**src/rtl/core/ssa_pkg.sv**
```systemverilog
// package for the series sum accumulator: widths, codes, types and
// small double-precision helpers shared by the interfaces and modules
// no dependencies
`timescale 1ns / 1ps
`default_nettype none
package ssa_pkg;

  localparam int COUNT_BITS = 16;
  localparam int CNT_W      = COUNT_BITS + 1;
  localparam int CFG_IDX_W  = 2;

  localparam logic [63:0]      TOL_RESET   = 64'd4532020583610935537;
  localparam logic [63:0]      ONE_BITS    = 64'h3FF0_0000_0000_0000;
  localparam logic [63:0]      SIGN_BIT    = 64'h8000_0000_0000_0000;
  localparam logic [63:0]      QUIET_BIT   = 64'h0008_0000_0000_0000;
  localparam logic [63:0]      DEFAULT_NAN = 64'hFFF8_0000_0000_0000;
  localparam logic [CNT_W-1:0] COUNT_MAX   = {CNT_W{1'b1}};
  localparam logic [COUNT_BITS-1:0] LIMIT_RESET = COUNT_BITS'(1000);

  typedef enum logic [CFG_IDX_W-1:0] {
    CFG_TOLERANCE  = 2'd0,
    CFG_TERM_LIMIT = 2'd1,
    CFG_SUM_MODE   = 2'd2
  } cfg_idx_e;

  typedef enum logic [1:0] {
    STAT_RUNNING   = 2'd0,
    STAT_CONVERGED = 2'd1,
    STAT_LIMIT     = 2'd2,
    STAT_INVALID   = 2'd3
  } status_e;

  typedef enum logic [1:0] {
    KIND_INVALID,
    KIND_HELD,
    KIND_FWD,
    KIND_KAHAN
  } kind_e;

  typedef enum logic [2:0] {
    BK_IDLE,
    BK_Y,
    BK_S,
    BK_TMP,
    BK_DIFF,
    BK_COMP,
    BK_FWD,
    BK_OUT
  } bk_state_e;

  typedef struct packed {
    logic [63:0]           tolerance;
    logic [COUNT_BITS-1:0] term_limit;
    logic                  sum_mode;
  } ssa_cfg_t;

  typedef struct packed {
    logic [63:0] term_value;
    logic        first_term;
    logic        invalid;
  } ssa_item_t;

  function automatic logic is_nan(input logic [63:0] x);
    return (x[62:52] == 11'h7FF) && (x[51:0] != 52'd0);
  endfunction

  // eps is a magnitude; false whenever either side is nan
  function automatic logic err_above(input logic [63:0] eps, input logic [63:0] tol);
    logic res;
    if (is_nan(eps) || is_nan(tol)) begin
      res = 1'b0;
    end else if (tol[63]) begin
      res = (eps[62:0] != 63'd0) || (tol[62:0] != 63'd0);
    end else begin
      res = eps[62:0] > tol[62:0];
    end
    return res;
  endfunction

endpackage
`default_nettype wire

```
**src/rtl/core/ssa_if.sv**
```systemverilog
// channel interfaces of the series sum accumulator: terms, results and
// register writes; depends on ssa_pkg
`timescale 1ns / 1ps
`default_nettype none
interface ssa_term_if import ssa_pkg::*; ();
  logic        valid;
  logic        ready;
  logic [63:0] term_value;
  logic        first_term;
  modport source (output valid, term_value, first_term, input ready);
  modport sink   (input valid, term_value, first_term, output ready);
endinterface

interface ssa_res_if import ssa_pkg::*; ();
  logic             valid;
  logic             ready;
  logic [63:0]      running_sum;
  logic [1:0]       status;
  logic [63:0]      last_error;
  logic [CNT_W-1:0] terms_used;
  modport source (output valid, running_sum, status, last_error, terms_used, input ready);
  modport sink   (input valid, running_sum, status, last_error, terms_used, output ready);
endinterface

interface ssa_cfg_if import ssa_pkg::*; ();
  logic                 valid;
  logic                 ready;
  logic [CFG_IDX_W-1:0] index;
  logic [63:0]          data;
  modport source (output valid, index, data, input ready);
  modport sink   (input valid, index, data, output ready);
endinterface
`default_nettype wire

```
**src/rtl/core/ssa_front.sv**
```systemverilog
// front end: configuration registers, term intake and tolerance check
// depends on ssa_pkg and ssa_if
`timescale 1ns / 1ps
`default_nettype none
module ssa_front import ssa_pkg::*; (
  input  wire         clk_i,
  input  wire         rst_ni,
  ssa_term_if.sink    term_i,
  ssa_cfg_if.sink     cfg_i,
  input  wire         q_full_i,
  output logic        push_o,
  output ssa_item_t   item_o,
  output ssa_cfg_t    cfg_o
);

  ssa_cfg_t cfg_q, cfg_d;
  logic     tol_invalid;

  assign cfg_i.ready = 1'b1;

  always_comb begin
    cfg_d = cfg_q;
    if (cfg_i.valid) begin
      case (cfg_i.index)
        CFG_TOLERANCE:  cfg_d.tolerance  = cfg_i.data;
        CFG_TERM_LIMIT: cfg_d.term_limit = cfg_i.data[COUNT_BITS-1:0];
        CFG_SUM_MODE:   cfg_d.sum_mode   = cfg_i.data[0];
        default: ;
      endcase
    end
  end

  always_ff @(posedge clk_i or negedge rst_ni) begin
    if (!rst_ni) begin
      cfg_q.tolerance  <= TOL_RESET;
      cfg_q.term_limit <= LIMIT_RESET;
      cfg_q.sum_mode   <= 1'b1;
    end else begin
      cfg_q <= cfg_d;
    end
  end

  // tolerance >= 1.0 as a double compare, nan never qualifies
  assign tol_invalid = !cfg_q.tolerance[63] && (cfg_q.tolerance[62:0] >= ONE_BITS[62:0]) &&
                       !is_nan(cfg_q.tolerance);

  assign term_i.ready      = !q_full_i;
  assign push_o            = term_i.valid && !q_full_i;
  assign item_o.term_value = term_i.term_value;
  assign item_o.first_term = term_i.first_term;
  assign item_o.invalid    = tol_invalid;
  assign cfg_o             = cfg_q;

endmodule
`default_nettype wire

```
**src/rtl/core/ssa_queue.sv**
```systemverilog
// two-entry queue of classified terms between front and back end
// depends on ssa_pkg
`timescale 1ns / 1ps
`default_nettype none
module ssa_queue import ssa_pkg::*; (
  input  wire        clk_i,
  input  wire        rst_ni,
  input  wire        push_i,
  input  ssa_item_t  item_i,
  output logic       full_o,
  output logic       valid_o,
  output ssa_item_t  item_o,
  input  wire        pop_i
);

  ssa_item_t  mem_q [2];
  logic       wr_ptr_q, rd_ptr_q;
  logic [1:0] fill_q;

  assign full_o  = fill_q == 2'd2;
  assign valid_o = fill_q != 2'd0;
  assign item_o  = mem_q[rd_ptr_q];

  always_ff @(posedge clk_i) begin
    if (push_i) begin
      mem_q[wr_ptr_q] <= item_i;
    end
  end

  always_ff @(posedge clk_i or negedge rst_ni) begin
    if (!rst_ni) begin
      wr_ptr_q <= 1'b0;
      rd_ptr_q <= 1'b0;
      fill_q   <= 2'd0;
    end else begin
      if (push_i) wr_ptr_q <= !wr_ptr_q;
      if (pop_i)  rd_ptr_q <= !rd_ptr_q;
      fill_q <= fill_q + {1'b0, push_i} - {1'b0, pop_i};
    end
  end

endmodule
`default_nettype wire

```
**src/rtl/core/ssa_fadd.sv**
```systemverilog
// four-stage double-precision adder/subtractor, round to nearest even
// depends on ssa_pkg
`timescale 1ns / 1ps
`default_nettype none
module ssa_fadd import ssa_pkg::*; (
  input  wire         clk_i,
  input  wire         rst_ni,
  input  wire         start_i,
  input  wire  [63:0] a_i,
  input  wire  [63:0] b_i,
  input  wire         sub_i,
  output logic        done_o,
  output logic [63:0] res_o
);

  logic [3:0] vld_q;

  // stage 1: specials, swap, align
  logic        bs_eff, a_nan, b_nan, a_inf, b_inf, swap;
  logic        spec_c;
  logic [63:0] spec_val_c;
  logic [63:0] x, y;
  logic        sx, sy;
  logic [10:0] ex, ey, d;
  logic [55:0] mx, my, mask, my_sh;
  logic        sticky;

  logic        s1_spec_q, s1_sign_q, s1_sub_q, s1_zs_q;
  logic [63:0] s1_spec_val_q;
  logic [10:0] s1_e_q;
  logic [55:0] s1_mx_q, s1_my_q;

  always_comb begin
    bs_eff = b_i[63] ^ sub_i;
    a_nan  = is_nan(a_i);
    b_nan  = is_nan(b_i);
    a_inf  = (a_i[62:52] == 11'h7FF) && (a_i[51:0] == 52'd0);
    b_inf  = (b_i[62:52] == 11'h7FF) && (b_i[51:0] == 52'd0);
    spec_c = a_nan || b_nan || a_inf || b_inf;
    if (a_nan)                spec_val_c = a_i | QUIET_BIT;
    else if (b_nan)           spec_val_c = b_i | QUIET_BIT;
    else if (a_inf && b_inf)  spec_val_c = (a_i[63] != bs_eff) ? DEFAULT_NAN : a_i;
    else if (a_inf)           spec_val_c = a_i;
    else                      spec_val_c = {bs_eff, b_i[62:0]};
    swap = b_i[62:0] > a_i[62:0];
    x    = swap ? {bs_eff, b_i[62:0]} : a_i;
    y    = swap ? a_i : {bs_eff, b_i[62:0]};
    sx   = x[63];
    sy   = y[63];
    ex   = (x[62:52] == 11'd0) ? 11'd1 : x[62:52];
    ey   = (y[62:52] == 11'd0) ? 11'd1 : y[62:52];
    mx   = {x[62:52] != 11'd0, x[51:0], 3'b000};
    my   = {y[62:52] != 11'd0, y[51:0], 3'b000};
    d    = ex - ey;
    mask   = (d >= 11'd56) ? {56{1'b1}} : ~({56{1'b1}} << d[5:0]);
    sticky = |(my & mask);
    my_sh  = (d >= 11'd56) ? 56'd0 : (my >> d[5:0]);
    my_sh[0] = my_sh[0] | sticky;
  end

  always_ff @(posedge clk_i) begin
    s1_spec_q     <= spec_c;
    s1_spec_val_q <= spec_val_c;
    s1_sign_q     <= sx;
    s1_sub_q      <= sx ^ sy;
    s1_zs_q       <= sx & sy;
    s1_e_q        <= ex;
    s1_mx_q       <= mx;
    s1_my_q       <= my_sh;
  end

  // stage 2: mantissa add or subtract
  logic        s2_spec_q, s2_sign_q, s2_zs_q;
  logic [63:0] s2_spec_val_q;
  logic [10:0] s2_e_q;
  logic [56:0] s2_sum_q;

  always_ff @(posedge clk_i) begin
    s2_spec_q     <= s1_spec_q;
    s2_spec_val_q <= s1_spec_val_q;
    s2_sign_q     <= s1_sign_q;
    s2_zs_q       <= s1_zs_q;
    s2_e_q        <= s1_e_q;
    s2_sum_q      <= s1_sub_q ? ({1'b0, s1_mx_q} - {1'b0, s1_my_q})
                              : ({1'b0, s1_mx_q} + {1'b0, s1_my_q});
  end

  // stage 3: leading zero count and normalise
  logic [5:0]  lz, sh;
  logic [11:0] e_n;
  logic [55:0] n_c;

  always_comb begin
    lz = 6'd0;
    for (int i = 0; i < 56; i++) begin
      if (s2_sum_q[i]) lz = 6'(55 - i);
    end
    sh  = 6'd0;
    e_n = {1'b0, s2_e_q};
    if (s2_sum_q[56]) begin
      n_c = {s2_sum_q[56:2], s2_sum_q[1] | s2_sum_q[0]};
      e_n = {1'b0, s2_e_q} + 12'd1;
    end else begin
      // stop at the subnormal exponent
      sh  = ({6'd0, lz} > {1'b0, s2_e_q - 11'd1}) ? 6'(s2_e_q - 11'd1) : lz;
      n_c = s2_sum_q[55:0] << sh;
      e_n = {1'b0, s2_e_q} - {6'd0, sh};
    end
  end

  logic        s3_spec_q, s3_sign_q, s3_zero_q, s3_zs_q;
  logic [63:0] s3_spec_val_q;
  logic [11:0] s3_e_q;
  logic [55:0] s3_n_q;

  always_ff @(posedge clk_i) begin
    s3_spec_q     <= s2_spec_q;
    s3_spec_val_q <= s2_spec_val_q;
    s3_sign_q     <= s2_sign_q;
    s3_zs_q       <= s2_zs_q;
    s3_zero_q     <= s2_sum_q == 57'd0;
    s3_e_q        <= e_n;
    s3_n_q        <= n_c;
  end

  // stage 4: round and pack
  logic        rnd_up;
  logic [53:0] mr;
  logic [11:0] e_r;
  logic [63:0] packed_c;

  always_comb begin
    rnd_up = s3_n_q[2] && (s3_n_q[1] || s3_n_q[0] || s3_n_q[3]);
    mr     = {1'b0, s3_n_q[55:3]} + {53'd0, rnd_up};
    e_r    = s3_e_q;
    if (mr[53]) begin
      mr  = mr >> 1;
      e_r = s3_e_q + 12'd1;
    end
    if (s3_spec_q)             packed_c = s3_spec_val_q;
    else if (s3_zero_q)        packed_c = {s3_zs_q, 63'd0};
    else if (e_r >= 12'd2047)  packed_c = {s3_sign_q, 11'h7FF, 52'd0};
    else packed_c = {s3_sign_q, mr[52] ? e_r[10:0] : 11'd0, mr[51:0]};
  end

  always_ff @(posedge clk_i) begin
    res_o <= packed_c;
  end

  always_ff @(posedge clk_i or negedge rst_ni) begin
    if (!rst_ni) begin
      vld_q <= 4'd0;
    end else begin
      vld_q <= {vld_q[2:0], start_i};
    end
  end

  assign done_o = vld_q[3];

endmodule
`default_nettype wire

```
**src/rtl/core/ssa_back.sv**
```systemverilog
// back end: series state, operation sequencer over the shared adder and
// the result register; depends on ssa_pkg, ssa_if and ssa_fadd
`timescale 1ns / 1ps
`default_nettype none
module ssa_back import ssa_pkg::*; (
  input  wire         clk_i,
  input  wire         rst_ni,
  input  ssa_cfg_t    cfg_i,
  input  wire         q_valid_i,
  input  ssa_item_t   q_item_i,
  output logic        pop_o,
  ssa_res_if.source   res_o
);

  bk_state_e        state_q, state_d;
  kind_e            kind_q, kind_d;
  logic [63:0]      accum_q, accum_d, comp_q, comp_d, prev_q, prev_d;
  logic [CNT_W-1:0] cnt_q, cnt_d;
  logic             fin_q, fin_d;
  logic [1:0]       hstat_q, hstat_d;
  logic [63:0]      herr_q, herr_d;
  logic [63:0]      term_q, term_d, y_q, y_d, s_q, s_d, tmp_q, tmp_d;
  logic [63:0]      diff_q, diff_d, cnew_q, cnew_d;
  logic             busy_q, busy_d;
  logic             out_valid_q, out_valid_d;
  logic [63:0]      out_sum_q, out_sum_d, out_err_q, out_err_d;
  logic [1:0]       out_stat_q, out_stat_d;
  logic [CNT_W-1:0] out_cnt_q, out_cnt_d;

  logic             add_start, add_done, add_sub;
  logic [63:0]      add_a, add_b, add_res;
  logic [CNT_W-1:0] cnt_inc;
  logic [63:0]      eps;
  logic [1:0]       stat;

  ssa_fadd u_fadd (
    .clk_i   (clk_i),
    .rst_ni  (rst_ni),
    .start_i (add_start),
    .a_i     (add_a),
    .b_i     (add_b),
    .sub_i   (add_sub),
    .done_o  (add_done),
    .res_o   (add_res)
  );

  assign res_o.valid       = out_valid_q;
  assign res_o.running_sum = out_sum_q;
  assign res_o.status      = out_stat_q;
  assign res_o.last_error  = out_err_q;
  assign res_o.terms_used  = out_cnt_q;

  always_comb begin
    add_a   = accum_q;
    add_b   = term_q;
    add_sub = 1'b0;
    case (state_q)
      BK_Y:    begin add_a = term_q; add_b = comp_q; add_sub = 1'b1; end
      BK_S:    begin add_a = accum_q; add_b = y_q; end
      BK_TMP:  begin add_a = s_q; add_b = accum_q; add_sub = 1'b1; end
      BK_DIFF: begin add_a = prev_q; add_b = s_q; add_sub = 1'b1; end
      BK_COMP: begin add_a = tmp_q; add_b = y_q; add_sub = 1'b1; end
      default: ;
    endcase
  end

  always_comb begin
    cnt_inc = (cnt_q < COUNT_MAX) ? cnt_q + CNT_W'(1) : cnt_q;
    if (kind_q == KIND_FWD) begin
      eps = term_q & ~SIGN_BIT;
      if (cnt_inc > {1'b0, cfg_i.term_limit}) stat = STAT_LIMIT;
      else stat = err_above(eps, cfg_i.tolerance) ? STAT_RUNNING : STAT_CONVERGED;
    end else begin
      eps  = diff_q & ~SIGN_BIT;
      stat = err_above(eps, cfg_i.tolerance) ? STAT_RUNNING : STAT_CONVERGED;
    end
  end

  always_comb begin
    state_d     = state_q;
    kind_d      = kind_q;
    accum_d     = accum_q;
    comp_d      = comp_q;
    prev_d      = prev_q;
    cnt_d       = cnt_q;
    fin_d       = fin_q;
    hstat_d     = hstat_q;
    herr_d      = herr_q;
    term_d      = term_q;
    y_d         = y_q;
    s_d         = s_q;
    tmp_d       = tmp_q;
    diff_d      = diff_q;
    cnew_d      = cnew_q;
    busy_d      = busy_q;
    out_valid_d = out_valid_q && !res_o.ready;
    out_sum_d   = out_sum_q;
    out_stat_d  = out_stat_q;
    out_err_d   = out_err_q;
    out_cnt_d   = out_cnt_q;
    pop_o       = 1'b0;
    add_start   = 1'b0;

    case (state_q)
      BK_IDLE: begin
        if (q_valid_i) begin
          pop_o  = 1'b1;
          term_d = q_item_i.term_value;
          if (q_item_i.invalid) begin
            kind_d  = KIND_INVALID;
            state_d = BK_OUT;
          end else begin
            if (q_item_i.first_term) begin
              accum_d = 64'd0;
              comp_d  = 64'd0;
              prev_d  = 64'd0;
              cnt_d   = '0;
              fin_d   = 1'b0;
              hstat_d = STAT_RUNNING;
              herr_d  = 64'd0;
            end
            if (fin_q && !q_item_i.first_term) begin
              kind_d  = KIND_HELD;
              state_d = BK_OUT;
            end else if (cfg_i.sum_mode) begin
              kind_d  = KIND_KAHAN;
              state_d = BK_Y;
            end else begin
              kind_d  = KIND_FWD;
              state_d = BK_FWD;
            end
          end
        end
      end
      BK_Y, BK_S, BK_TMP, BK_DIFF, BK_COMP, BK_FWD: begin
        if (!busy_q) begin
          add_start = 1'b1;
          busy_d    = 1'b1;
        end else if (add_done) begin
          busy_d = 1'b0;
          case (state_q)
            BK_Y:    begin y_d    = add_res; state_d = BK_S;    end
            BK_S:    begin s_d    = add_res; state_d = BK_TMP;  end
            BK_TMP:  begin tmp_d  = add_res; state_d = BK_DIFF; end
            BK_DIFF: begin diff_d = add_res; state_d = BK_COMP; end
            BK_COMP: begin cnew_d = add_res; state_d = BK_OUT;  end
            default: begin s_d    = add_res; state_d = BK_OUT;  end
          endcase
        end
      end
      BK_OUT: begin
        // result register free or being emptied this cycle
        if (!out_valid_q || res_o.ready) begin
          out_valid_d = 1'b1;
          state_d     = BK_IDLE;
          case (kind_q)
            KIND_INVALID: begin
              out_sum_d  = accum_q;
              out_stat_d = STAT_INVALID;
              out_err_d  = ONE_BITS;
              out_cnt_d  = cnt_q;
            end
            KIND_HELD: begin
              out_sum_d  = accum_q;
              out_stat_d = hstat_q;
              out_err_d  = herr_q;
              out_cnt_d  = cnt_q;
            end
            default: begin
              accum_d    = s_q;
              prev_d     = s_q;
              if (kind_q == KIND_KAHAN) comp_d = cnew_q;
              cnt_d      = cnt_inc;
              hstat_d    = stat;
              herr_d     = eps;
              fin_d      = stat != STAT_RUNNING;
              out_sum_d  = s_q;
              out_stat_d = stat;
              out_err_d  = eps;
              out_cnt_d  = cnt_inc;
            end
          endcase
        end
      end
      default: state_d = BK_IDLE;
    endcase
  end

  always_ff @(posedge clk_i or negedge rst_ni) begin
    if (!rst_ni) begin
      state_q     <= BK_IDLE;
      kind_q      <= KIND_INVALID;
      accum_q     <= 64'd0;
      comp_q      <= 64'd0;
      prev_q      <= 64'd0;
      cnt_q       <= '0;
      fin_q       <= 1'b0;
      hstat_q     <= STAT_RUNNING;
      herr_q      <= 64'd0;
      busy_q      <= 1'b0;
      out_valid_q <= 1'b0;
    end else begin
      state_q     <= state_d;
      kind_q      <= kind_d;
      accum_q     <= accum_d;
      comp_q      <= comp_d;
      prev_q      <= prev_d;
      cnt_q       <= cnt_d;
      fin_q       <= fin_d;
      hstat_q     <= hstat_d;
      herr_q      <= herr_d;
      busy_q      <= busy_d;
      out_valid_q <= out_valid_d;
    end
  end

  always_ff @(posedge clk_i) begin
    term_q     <= term_d;
    y_q        <= y_d;
    s_q        <= s_d;
    tmp_q      <= tmp_d;
    diff_q     <= diff_d;
    cnew_q     <= cnew_d;
    out_sum_q  <= out_sum_d;
    out_stat_q <= out_stat_d;
    out_err_q  <= out_err_d;
    out_cnt_q  <= out_cnt_d;
  end

endmodule
`default_nettype wire

```
**src/rtl/core/series_sum_accumulator.sv**
```systemverilog
// Series sum accumulator, top level.
// term_i carries series terms (double bit patterns) with a first_term flag
// that restarts the series; result_o gives one result per term: running
// sum, status, last error and term count. cfg_i writes the tolerance (0),
// the forward-mode term limit (1) and the summation mode (2); writes are
// taken every cycle and belong between series, with the block idle.
// A front end classifies each term against the tolerance and places it in
// a two-entry queue; the back end works on one term at a time through a
// four-stage double adder and holds the result in an output register.
// A term after the series has finished or with an invalid tolerance
// needs no add, a term in forward mode one add and a term in compensated
// mode five dependent adds. The back end takes the next term from the
// queue only once the last has gone to the output register, as the
// adder is shared and each add waits on the one before.
// Reset restores the register defaults (1e-5, 1000, compensated mode) and
// clears sum, compensation and count. When result_o stalls, the finished
// result waits in its register while the next term is computed, and
// term_i.ready drops once the queue is full.
`timescale 1ns / 1ps
`default_nettype none
module series_sum_accumulator import ssa_pkg::*; (
  input  wire        clk_i,
  input  wire        rst_ni,
  ssa_term_if.sink   term_i,
  ssa_cfg_if.sink    cfg_i,
  ssa_res_if.source  result_o
);

  logic      q_full, q_push, q_valid, q_pop;
  ssa_item_t push_item, head_item;
  ssa_cfg_t  cfg;

  ssa_front u_front (
    .clk_i    (clk_i),
    .rst_ni   (rst_ni),
    .term_i   (term_i),
    .cfg_i    (cfg_i),
    .q_full_i (q_full),
    .push_o   (q_push),
    .item_o   (push_item),
    .cfg_o    (cfg)
  );

  ssa_queue u_queue (
    .clk_i   (clk_i),
    .rst_ni  (rst_ni),
    .push_i  (q_push),
    .item_i  (push_item),
    .full_o  (q_full),
    .valid_o (q_valid),
    .item_o  (head_item),
    .pop_i   (q_pop)
  );

  ssa_back u_back (
    .clk_i     (clk_i),
    .rst_ni    (rst_ni),
    .cfg_i     (cfg),
    .q_valid_i (q_valid),
    .q_item_i  (head_item),
    .pop_o     (q_pop),
    .res_o     (result_o)
  );

endmodule
`default_nettype wire

```
**src/flat_wrapper.sv**
```systemverilog
// flat-port wrapper written by rule: the top's interface ports become plain ports
module series_sum_accumulator_flat import ssa_pkg::*;
  (clk_i, rst_ni, term_i_valid, term_i_term_value, term_i_first_term, term_i_ready, cfg_i_valid, cfg_i_index, cfg_i_data, cfg_i_ready, result_o_valid, result_o_running_sum, result_o_status, result_o_last_error, result_o_terms_used, result_o_ready);
  ssa_term_if term_i_i ();
  ssa_cfg_if cfg_i_i ();
  ssa_res_if result_o_i ();
  input  wire clk_i;
  input  wire rst_ni;
  input wire logic [$bits(term_i_i.valid)-1:0] term_i_valid;
  input wire logic [$bits(term_i_i.term_value)-1:0] term_i_term_value;
  input wire logic [$bits(term_i_i.first_term)-1:0] term_i_first_term;
  output wire logic [$bits(term_i_i.ready)-1:0] term_i_ready;
  input wire logic [$bits(cfg_i_i.valid)-1:0] cfg_i_valid;
  input wire logic [$bits(cfg_i_i.index)-1:0] cfg_i_index;
  input wire logic [$bits(cfg_i_i.data)-1:0] cfg_i_data;
  output wire logic [$bits(cfg_i_i.ready)-1:0] cfg_i_ready;
  output wire logic [$bits(result_o_i.valid)-1:0] result_o_valid;
  output wire logic [$bits(result_o_i.running_sum)-1:0] result_o_running_sum;
  output wire logic [$bits(result_o_i.status)-1:0] result_o_status;
  output wire logic [$bits(result_o_i.last_error)-1:0] result_o_last_error;
  output wire logic [$bits(result_o_i.terms_used)-1:0] result_o_terms_used;
  input wire logic [$bits(result_o_i.ready)-1:0] result_o_ready;
  assign term_i_i.valid = term_i_valid;
  assign term_i_i.term_value = term_i_term_value;
  assign term_i_i.first_term = term_i_first_term;
  assign term_i_ready = term_i_i.ready;
  assign cfg_i_i.valid = cfg_i_valid;
  assign cfg_i_i.index = cfg_i_index;
  assign cfg_i_i.data = cfg_i_data;
  assign cfg_i_ready = cfg_i_i.ready;
  assign result_o_valid = result_o_i.valid;
  assign result_o_running_sum = result_o_i.running_sum;
  assign result_o_status = result_o_i.status;
  assign result_o_last_error = result_o_i.last_error;
  assign result_o_terms_used = result_o_i.terms_used;
  assign result_o_i.ready = result_o_ready;
  series_sum_accumulator u_core (.clk_i(clk_i), .rst_ni(rst_ni), .term_i(term_i_i), .cfg_i(cfg_i_i), .result_o(result_o_i));
endmodule
```
**config.mk**
```make
export PLATFORM = sky130hd
export DESIGN_NAME = series_sum_accumulator_flat
export DESIGN_NICKNAME = d
export VERILOG_FILES = /design/src/rtl/core/ssa_pkg.sv /design/src/rtl/core/ssa_if.sv /design/src/rtl/core/ssa_front.sv /design/src/rtl/core/ssa_queue.sv /design/src/rtl/core/ssa_fadd.sv /design/src/rtl/core/ssa_back.sv /design/src/rtl/core/series_sum_accumulator.sv /design/src/flat_wrapper.sv
export SDC_FILE = /design/constraint.sdc
export NUM_CORES = 2
export LEC_CHECK = 0
export ABC_AREA = 1
export BUFFER_PORTS_ARGS = -buffer_cell sky130_fd_sc_hd__buf_2
export CAP_MARGIN = 15
export CORE_ASPECT_RATIO = 1.1
export CORE_MARGIN = 2
export CORE_UTILIZATION = 50
export DETAILED_ROUTE_END_ITERATION = 8
export HOLD_SLACK_MARGIN = 0.08
export PLACE_DENSITY = 0.75
export SETUP_SLACK_MARGIN = 0.15
export SKIP_LAST_GASP = 1
export SYNTH_ARGS = -nofsm -noshare
export SYNTH_HDL_FRONTEND = slang
export SYNTH_SLANG_ARGS = --single-unit
```
**constraint.sdc**
```tcl
create_clock -name clk_i -period 20.8 [get_ports clk_i]
set_input_delay 3.12 -clock clk_i [delete_from_list [all_inputs] [get_ports clk_i]]
set_output_delay 3.12 -clock clk_i [all_outputs]
set_load 0.02 [all_outputs]
```
==> summary.md <==
| Metric | Value |
|---|---|
| Hold_buf cts | 0 |
| Max Slew Vio Count | 0 |
| Ports | 286 |
| Synthesis-to-finish area growth | 11.3% |
| Min Tclk post-route | 13.64 ns |
| Global-route wire length before repair | 435000 um |
| Grt total ovfl | 0 |
| Post-Syn Area | 76500 um^2 |
| TNS Setup | 0 ns |
| Fmax | 73.3 MHz |
| Final hold violations | 0 |
| Initial DRC Count | 9415 |
| Asr flop ratio synth | 23.9% |
| Root Driver | clkbuf_16 |
| GRT Total Usage | 38.1% |
| Hold slack final | 0.319 ns |
| Die width | 377 um |
| CP Max Fanout | 91 |
| Final Cycle Share | 65.6% |
| CTS max path bufs | 3 |
| Number of global-route vias before repair | 63200 |
| CP startpoint kind | flop |
| Top reg by flops | u_core.u_queue.mem_q |
| Max-cap violations | 0 |
| CTS tree | done |
| Post-synth top flop | edfxtp_1 |
| Die span in y | 414 um |
| HP Class | reg -> reg |
| CTS clk-pin slew, worst paths | 0.06 ns |
| Layout cells sized above 1 | 8.92% |
| RSZ-0062 raised after global routing | no |
| Site row count | 150 |
| DP Wirelength | 228000 um |
| Setup bufs post-CTS | 0 |
| Cells after synthesis | 8673 |
| Worst Skew | 0.0426 ns |
| Commonest cells in the synthesized netlist | nand2_1 (1632), inv_1 (992), o21ai_0 (961) |
| Syn Area/Cell | 8.82 um^2 |
| Yosys top cell by area | edfxtp_1 |
| Worst-Margin Slew | 1.20 ns |
| Synth Warn # | 0 |
| Clk_lat worst skew | 0.85 ns |
| Clock buffer count from CTS | 156 |
| Crit path largest cell delay | 0.69 ns |
| Via/cell ratio | 6.17 |
| Area of the core | 152000 um^2 |
| Final setup viols | 0 |
| Finished Cell Area | 85100 um^2 |
| DRT Wirelength | 304000 um |
| 1st-pass router iterations | 7 |
| Outcome | completed |
| Clock tree sinks | 1555 |
| Post-synth EDFFs | 661 |
| Synth top area cells | edfxtp_1 (26%), dfxtp_1 (14%), dfrtp_1 (11%), nand2_1 (8.0%), o21ai_0 (6.3%) |
| Slew margin rel. | 19.2% |
| Final Wtd Congestion | 1.01 |
| H-tree depth | 4 |
| Initial antenna violation count | 28 |
| Worst hold start | u_core.u_back.u_fadd.s2_spec_val_q[12]$_DFF_P_ |
| Netlist cell types | 75 |
| CP max stage cell | o21ai_0 |
| Critical path startpoint | u_core.u_back.state_q[1]$_DFFE_PN0P_ |
| Post-DP Area | 79800 um^2 |
| Most used cell, CP | o21ai_0 |
| Critical path class | reg -> reg |
| Input/output buffers | 283 |
| Reg2Reg Launch Point | u_core.u_back.state_q[1]$_DFFE_PN0P_ |
| Routed len/inst | 27.9 um |
| DRC | 0 |
| Setup crit end kind | flop |
| Yosys reg bits | 1555 |
| Layout Nets | 9274 |
| Largest net degree at the start of global routing | 154 |
| Yosys top cell area share | 25.9% |
| Die area | 156000 um^2 |
| Max reg flops | 132 |
| CP required | 21.48 ns |
| CP arrival | 14.32 ns |
| Post-synth net total | 9160 |
| Sequential area share after synthesis | 51.8% |
| Top Family by Delay on Critical Path | compound AO/OA/AOI/OAI gates |
| Antenna Nets Post-Route | 0 |
| Initial Util | 50.3% |
| Via Count | 67300 |
| Post-cts repair resize count | 0 |
| Most used standard cell by instance count after synthesis | nand2_1 |
| Buf+Inv Stages, Crit Path | 11 |
## per-layer routing
metal	global-route usage [%]	share of wire, %	up-vias
li1	-	-	30300
met1	50.3	39	32200
met5	0	0.024	-
met3	7.90	10	784
met2	57.6	44	4048
met4	23.1	7.1	12
## cell usage in the layout (no fill, tap or decap), types with 15 or more instances in the layout
cell type / n
clkbuf_16: 163
o221ai_1: 37
inv_1: 984
o211ai_1: 62
a31oi_1: 16
or2_2: 36
nand2_1: 1629
o31ai_1: 18
o21ai_1: 22
xor2_1: 109
inv_2: 17
a221oi_1: 75
nand4_1: 115
clkinv_1: 24
o21ai_0: 961
xnor2_1: 19
buf_4: 116
o21a_1: 66
dfxtp_1: 521
o22ai_1: 140
bufinv_16: 15
nand3_1: 720
a21oi_1: 471
o21bai_1: 19
a22oi_1: 74
clkinv_2: 24
ha_1: 348
buf_2: 282
dfstp_2: 41
clkbuf_1: 37
nor4_1: 82
edfxtp_1: 661
nor2_4: 21
o2111ai_1: 54
o41ai_1: 17
nor3_1: 63
dfrtp_1: 328
nor2_1: 324
mux2i_1: 23
## cells by family (layout without fill, tap and decap cells)
group / count (synthesis) / after routing / share of synthesized area, %
AO/OA/AOI/OAI: 2112 / 2112 / 16.1
XOR/XNOR: 130 / 130 / 1.49
adder cells (fa/ha/maj): 351 / 351 / 5.77
buffers and inverters: 1455 / 1703 / 7.18
flip-flops: 1555 / 1555 / 51.8
multiplexers: 23 / 23 / 0.301
other: 2 / 13 / 0.00981
AND/OR/NAND/NOR: 3045 / 3045 / 17.3
## path summary, 6_finish.rpt
| check | to | cells past startpoint | slack, ns |
|---|---|---|---|
| max | u_core.u_back.u_fadd.s1_my_q[0]$_DFF_P_ | 51 | 7.16 |
| min | u_core.u_back.u_fadd.s3_spec_val_q[12]$_DFF_P_ | 0 | 0.32 |
| max reg2reg | u_core.u_back.u_fadd.s1_my_q[0]$_DFF_P_ | 51 | 7.16 |
| min reg2reg | u_core.u_back.u_fadd.s3_spec_val_q[12]$_DFF_P_ | 0 | 0.32 |
| max in group asynchronous | u_core.u_front.cfg_o[47]$_DFFE_PN0P_ | 2 | 16.93 |
| min in group asynchronous | u_core.u_queue.wr_ptr_q$_DFFE_PN0P_ | 1 | 2.28 |
## stage by stage
step                setup WS [ns]  utilization [%]  instances
finish                       7.16             56.0      10900
global placement             7.75             52.5      10600
floorplan                   11.18                -       8673
global route                 6.36             56.0      10900
detailed placement           7.47             52.5      10600
CTS                          7.38             56.0      10900
## layout make-up
type	count	area, um^2
well taps	1976	2470
repair buffers	401	2340
fillers	13500	66900
clock inverters	87	967
multi-input cells	5663	31600
flip-flops and latches	1555	39700
inverters	1010	3790
clock buffers	205	4290
diodes	11	27.5
Power is left out: the tool's default activity adds up to more than one toggle a clock period on the data nets, which glitch-free logic cannot reach.
